## src/design/hll_pkg.sv

```systemverilog
// shared types and constants of the cardinality counter
package hll_pkg;
   localparam logic [1:0] FUNC_ADD      = 2'd0;
   localparam logic [1:0] FUNC_MERGE    = 2'd1;
   localparam logic [1:0] FUNC_ESTIMATE = 2'd2;
   localparam logic [1:0] FUNC_CLEAR    = 2'd3;
   localparam logic CSR_LOG2_BUCKETS = 1'b0;
   localparam logic CSR_ALPHA        = 1'b1;
   localparam logic [63:0] LN2_Q32     = 64'd2977044472;
   localparam logic [63:0] LARGE_LIMIT = 64'd614891469123651720;

   // command to the arithmetic unit
   typedef struct packed {
      logic         start;
      logic [127:0] num;
      logic [127:0] den;
      logic [63:0]  log_arg;
      logic         do_div;
   } hll_op_type;

   // response of the arithmetic unit
   typedef struct packed {
      logic         done;
      logic [127:0] quo;
      logic [63:0]  log_q32;
   } hll_res_type;
endpackage

```

## src/design/hll_arith.sv

```systemverilog
// shared iterative unit: 128-bit restoring divide or 32-step log2
module hll_arith (
   input  logic                 clock,
   input  logic                 reset,
   input  hll_pkg::hll_op_type  op,
   output hll_pkg::hll_res_type res
);
   import hll_pkg::*;

   typedef enum logic [2:0] {
      S_IDLE, S_DIV, S_NORM, S_SQ, S_SQ2, S_DONE
   } state_type;

   state_type    state_ff;
   logic [127:0] num_ff, den_ff, quo_ff, rem_ff;
   logic [6:0]   cnt_ff;
   logic [63:0]  x_ff;
   logic [5:0]   k_ff;
   logic [31:0]  frac_ff;
   logic [127:0] prod_ff;
   logic [1:0]   ph_ff;

   // remainder step
   logic [128:0] rem_sh;
   logic [128:0] rem_diff;
   always_comb begin
      rem_sh   = {rem_ff, num_ff[127]};
      rem_diff = rem_sh - {1'b0, den_ff};
   end

   // one 32 by 32 partial product of the mantissa square per cycle in S_SQ
   logic [31:0] mul_a, mul_b;
   logic [63:0] mul_p;
   always_comb begin
      case (ph_ff)
         2'd0: begin
            mul_a = x_ff[31:0];
            mul_b = x_ff[31:0];
         end
         2'd1: begin
            mul_a = x_ff[63:32];
            mul_b = x_ff[31:0];
         end
         default: begin
            mul_a = x_ff[63:32];
            mul_b = x_ff[63:32];
         end
      endcase
      mul_p = mul_a * mul_b;
   end

   // square of the mantissa, rescaled to Q2.62
   logic [63:0] x_sq;
   always_comb begin
      x_sq = {prod_ff[125:64], prod_ff[63:62]};
   end

   // state machine of the divide, the leading one position (one bit per cycle in S_NORM) and the squaring steps
   always_ff @(posedge clock) begin
      if (reset) begin
         state_ff <= S_IDLE;
      end else begin
         case (state_ff)
            S_IDLE: begin
               if (op.start) begin
                  num_ff  <= op.num;
                  den_ff  <= op.den;
                  rem_ff  <= '0;
                  quo_ff  <= '0;
                  cnt_ff  <= '0;
                  x_ff    <= op.log_arg;
                  k_ff    <= 6'd63;
                  frac_ff <= '0;
                  ph_ff   <= '0;
                  state_ff <= op.do_div ? S_DIV : S_NORM;
               end
            end
            S_DIV: begin
               num_ff <= {num_ff[126:0], 1'b0};
               if (!rem_diff[128]) begin
                  rem_ff <= rem_diff[127:0];
                  quo_ff <= {quo_ff[126:0], 1'b1};
               end else begin
                  rem_ff <= rem_sh[127:0];
                  quo_ff <= {quo_ff[126:0], 1'b0};
               end
               cnt_ff <= cnt_ff + 7'd1;
               if (cnt_ff == 7'd127) begin
                  state_ff <= S_DONE;
               end
            end
            S_NORM: begin
               if (x_ff[63] || k_ff == 6'd0) begin
                  // x = v normalized to Q2.62
                  x_ff   <= x_ff >> 1;
                  cnt_ff <= '0;
                  state_ff <= S_SQ;
               end else begin
                  x_ff <= x_ff << 1;
                  k_ff <= k_ff - 6'd1;
               end
            end
            // low square, cross term twice, high square
            S_SQ: begin
               case (ph_ff)
                  2'd0: prod_ff <= {64'd0, mul_p};
                  2'd1: prod_ff <= prod_ff + ({64'd0, mul_p} << 33);
                  default: prod_ff <= prod_ff + {mul_p, 64'd0};
               endcase
               ph_ff <= (ph_ff == 2'd2) ? 2'd0 : ph_ff + 2'd1;
               if (ph_ff == 2'd2) state_ff <= S_SQ2;
            end
            S_SQ2: begin
               if (x_sq[63]) begin
                  x_ff    <= x_sq >> 1;
                  frac_ff <= {frac_ff[30:0], 1'b1};
               end else begin
                  x_ff    <= x_sq;
                  frac_ff <= {frac_ff[30:0], 1'b0};
               end
               cnt_ff <= cnt_ff + 7'd1;
               state_ff <= (cnt_ff == 7'd31) ? S_DONE : S_SQ;
            end
            S_DONE: begin
               state_ff <= S_IDLE;
            end
            default: state_ff <= S_IDLE;
         endcase
      end
   end

   always_comb begin
      res.done    = (state_ff == S_DONE);
      res.quo     = quo_ff;
      res.log_q32 = {26'd0, k_ff, frac_ff};
   end
endmodule

```

## config.mk

```make
export PLATFORM = sky130hd
export DESIGN_NAME = hll_arith
export DESIGN_NICKNAME = d
export VERILOG_FILES = /design/src/design/hll_pkg.sv /design/src/design/hll_arith.sv
export SDC_FILE = /design/constraint.sdc
export NUM_CORES = 2
export LEC_CHECK = 0
export BUFFER_PORTS_ARGS = -buffer_cell sky130_fd_sc_hd__buf_4
export CAP_MARGIN = 20
export CORE_MARGIN = 4
export CORE_UTILIZATION = 50
export CTS_CLUSTER_SIZE = 10
export DETAILED_ROUTE_END_ITERATION = 12
export PLACE_DENSITY = 0.8
export REMOVE_ABC_BUFFERS = 1
export SYNTH_ARGS = -nofsm -noshare
export SYNTH_HDL_FRONTEND = slang
export SYNTH_SLANG_ARGS = --single-unit
```

## constraint.sdc

```tcl
create_clock -name clock -period 26.9 [get_ports clock]
set_input_delay 1.345 -clock clock [delete_from_list [all_inputs] [get_ports clock]]
set_output_delay 1.345 -clock clock [all_outputs]
set_load 0.01 [all_outputs]
```

==> results.toml <==
[critical_path]
max_stage_delay_ns = 0.74
critPathArrivalTime_ns = 15.70
crit_required_ns = 27.34
startpoint_type = "flop"
crit_type = "reg2reg"
endpoint_kind = "flop"
rrSetupSlack_ns = 11.64
crit_path_frequent_cell = "fa_1"
path_max_fanout = 63
rr_worst_depth = 42
slowest_stage = "nand2_1"

[sta]
hold_viol = 0
worst_pin_slew_ns = 1.22
slew_violations = 0
slew_headroom_pct = 17.8
setup_viol = 0
period_needed_ns = 15.26
rsz0062_at_grt = "false"
fmax_mhz = 65.6
whs_ns = 0.473
setup_slack_ns = 11.64
period_share_pct = 56.7
fin_skew_ns = 0.0656
timing.setup.tns_ns = 0

[drt]
topRoutingLayerUsed = "met5"
vias_per_cell = 6.13
dr.first_iter.drc_count = 8154
wl_met1_mm = 102
vias = 69200
drc = 0
avgRoutedWirePerCell_um = 24.7
drt-total-wl_mm = 278
ant_nets = 0
wl_met3_mm = 34.4
dr_wl_met2_mm = 123
dr.pass1.iters = 6

[cells_and_area]
multiInputGateArea_um2 = 53400
syn2layout_area_growth_pct = 10.2
ff_latch_area_um2 = 21600
layout.nets = 10800
fillers = 14000
final_area_um2 = 89000
drive_gt1_share_pct = 9.46

[global_route]
grt_max_degree = 187
antenna_found_initial = 19
first_global_vias = 69700
grt-ovfl-total = 0
grt_usage_pct = 32.5
grt_first_pass_wirelength_mm = 421

[die]
rows = 147
die-height_um = 410
die_w_um = 410
core_area_um2 = 161000
ioPinCount = 517
initial_core_util_pct = 50.3
die_area_um2 = 168000

[place]
place_congestion = 1.06
dp_slack_ns = 12.07
io_buffers = 490
dp_hpwl_mm = 217
postPlaceCellArea_um2 = 86300

[clock_tree]
cts_tree = "yes"
clock-sinks = 719
clk_path_buf_depth = 3
cts_buffers = 87
post-cts-setup-buffers = 0
post_cts_resized = 0
clock_latency_ns = 0.73
htreeDepth = 3
clk_pin_slew_ns = 0.06
cts-root-buf = "clkbuf_16"
ctsHoldBuffers = 0

[logic_synthesis]
synth_edf_count = 716
yosysWarningCount = 0
ys_seq_area_share_pct = 26.7
async_flop_share_pct = 0
netlist_instances = 8854
syn_area_per_cell_um2 = 9.12
ys_ff_latch = 719
ys.flop_type = "edfxtp_1"
synthDistinctLibCells = 107
synth_area_um2 = 80800

[worst_hold_path]
hp-class = "reg2reg"
hold_depth = 2

[run]
max_cap_violations = 0

[status]
status = "complete, no violations"
metrics by stage:
stage / instances / utilization (%)
6_report: 11300 / 55.4
5_1_grt: 11300 / 55.4
4_1_cts: 11300 / 55.4
3_5_place_dp: 11100 / 53.7
3_3_place_gp: 11100 / 53.7
2_1_floorplan: 8378 / -
routing by layer:
layer / GRT usage (%) / vias up
met3: 10.3 / 915
met2: 50.3 / 4164
li1: - / 30100
met5: 0 / -
met1: 40.9 / 33900
met4: 17.2 / 18
sequential cells by signal (all words and copies together) (netlist names):
| name | cells |
|---|---|
| num_ff | 128 |
| state_ff | 3 |
| k_ff | 6 |
| frac_ff | 32 |
| ph_ff | 2 |
| prod_ff | 93 |
| rem_ff | 128 |
| cnt_ff | 7 |
| den_ff | 128 |
| quo_ff | 128 |
| x_ff | 64 |
Yosys cell counts (12+ instances only):
| library cell | n | area share [%] |
|---|---|---|
| a211o_1 | 12 | 0.13 |
| a211oi_1 | 34 | 0.32 |
| a21boi_0 | 20 | 0.19 |
| a21o_1 | 182 | 1.7 |
| a21oi_1 | 551 | 3.4 |
| a221oi_1 | 13 | 0.14 |
| a22o_1 | 18 | 0.20 |
| a31oi_1 | 36 | 0.28 |
| and2_1 | 157 | 1.2 |
| and3_1 | 76 | 0.59 |
| and4_1 | 20 | 0.22 |
| buf_1 | 28 | 0.13 |
| buf_2 | 39 | 0.24 |
| buf_4 | 32 | 0.30 |
| clkbuf_1 | 384 | 1.8 |
| edfxtp_1 | 716 | 27 |
| fa_1 | 899 | 22 |
| ha_1 | 532 | 8.2 |
| inv_1 | 1073 | 5.0 |
| mux2_2 | 32 | 0.45 |
| mux2i_1 | 187 | 2.3 |
| nand2_1 | 1326 | 6.2 |
| nand2b_1 | 40 | 0.31 |
| nand3_1 | 158 | 0.98 |
| nand4_1 | 120 | 0.93 |
| nor2_1 | 795 | 3.7 |
| nor2b_1 | 32 | 0.25 |
| nor3_1 | 74 | 0.46 |
| nor4_1 | 18 | 0.14 |
| o2111ai_1 | 19 | 0.21 |
| o211ai_1 | 27 | 0.25 |
| o21a_1 | 38 | 0.35 |
| o21ai_0 | 371 | 2.3 |
| o21ai_1 | 15 | 0.093 |
| o21bai_1 | 71 | 0.66 |
| o221ai_1 | 71 | 0.77 |
| o22ai_1 | 68 | 0.53 |
| o31ai_1 | 17 | 0.16 |
| or2_2 | 16 | 0.12 |
| or3_1 | 28 | 0.22 |
| or4b_1 | 15 | 0.19 |
| xnor2_1 | 172 | 1.9 |
| xor2_1 | 133 | 1.4 |
critical path, delay by kind of cell (launching register included):
| family | cells | cell delay (ns) |
|---|---|---|
| xor+xnor | 2 | 0.89 |
| compound gates | 13 | 3.88 |
| flops | 1 | 0.42 |
| buf+inv | 7 | 1.87 |
| fa+ha+maj | 11 | 5.10 |
| simple gates | 9 | 2.68 |
final cells by class:
| class | count | area share (%) |
|---|---|---|
| clock buffer | 97 | 2.49 |
| multi-input combinational | 6585 | 60.0 |
| sequential | 719 | 24.2 |
| clock inverter | 22 | 0.451 |
| inverter | 1074 | 4.53 |
| tap | 2160 | 3.04 |
| timing repair buffer | 612 | 5.24 |
| antenna | 10 | 0.0281 |
final timing paths:
check                   from           end
setup / recovery    ph_ff[0]  prod_ff[122]
hold / removal    num_ff[87]    num_ff[88]
setup reg to reg    ph_ff[0]  prod_ff[122]
hold reg to reg   num_ff[87]    num_ff[88]
layout by cell type (no fill, tap or decap), types with 155 or more instances in the layout:
cell type / n
mux2i_1: 155
nor2_1: 793
o21ai_0: 371
a21o_1: 181
a21oi_1: 551
inv_1: 1072
nand2_1: 1324
ha_1: 531
fa_1: 899
edfxtp_1: 716
nand3_1: 158
xnor2_1: 172
and2_1: 157
buf_4: 608
kinds of logic after synthesis:
logic type,count (synthesis),synth area share (%)
XOR/XNOR,305,3.31
flip-flops,719,26.7
adder cells (fa/ha/maj),1432,30.5
other,1,0.00464
AO/OA/AOI/OAI,1686,13.2
AND/OR/NAND/NOR,2917,15.9
buffers and inverters,1575,7.63
multiplexers,219,2.76
Power is not shown: default switching activity piles up to over one toggle a cycle in this logic, so the estimate is an artifact.
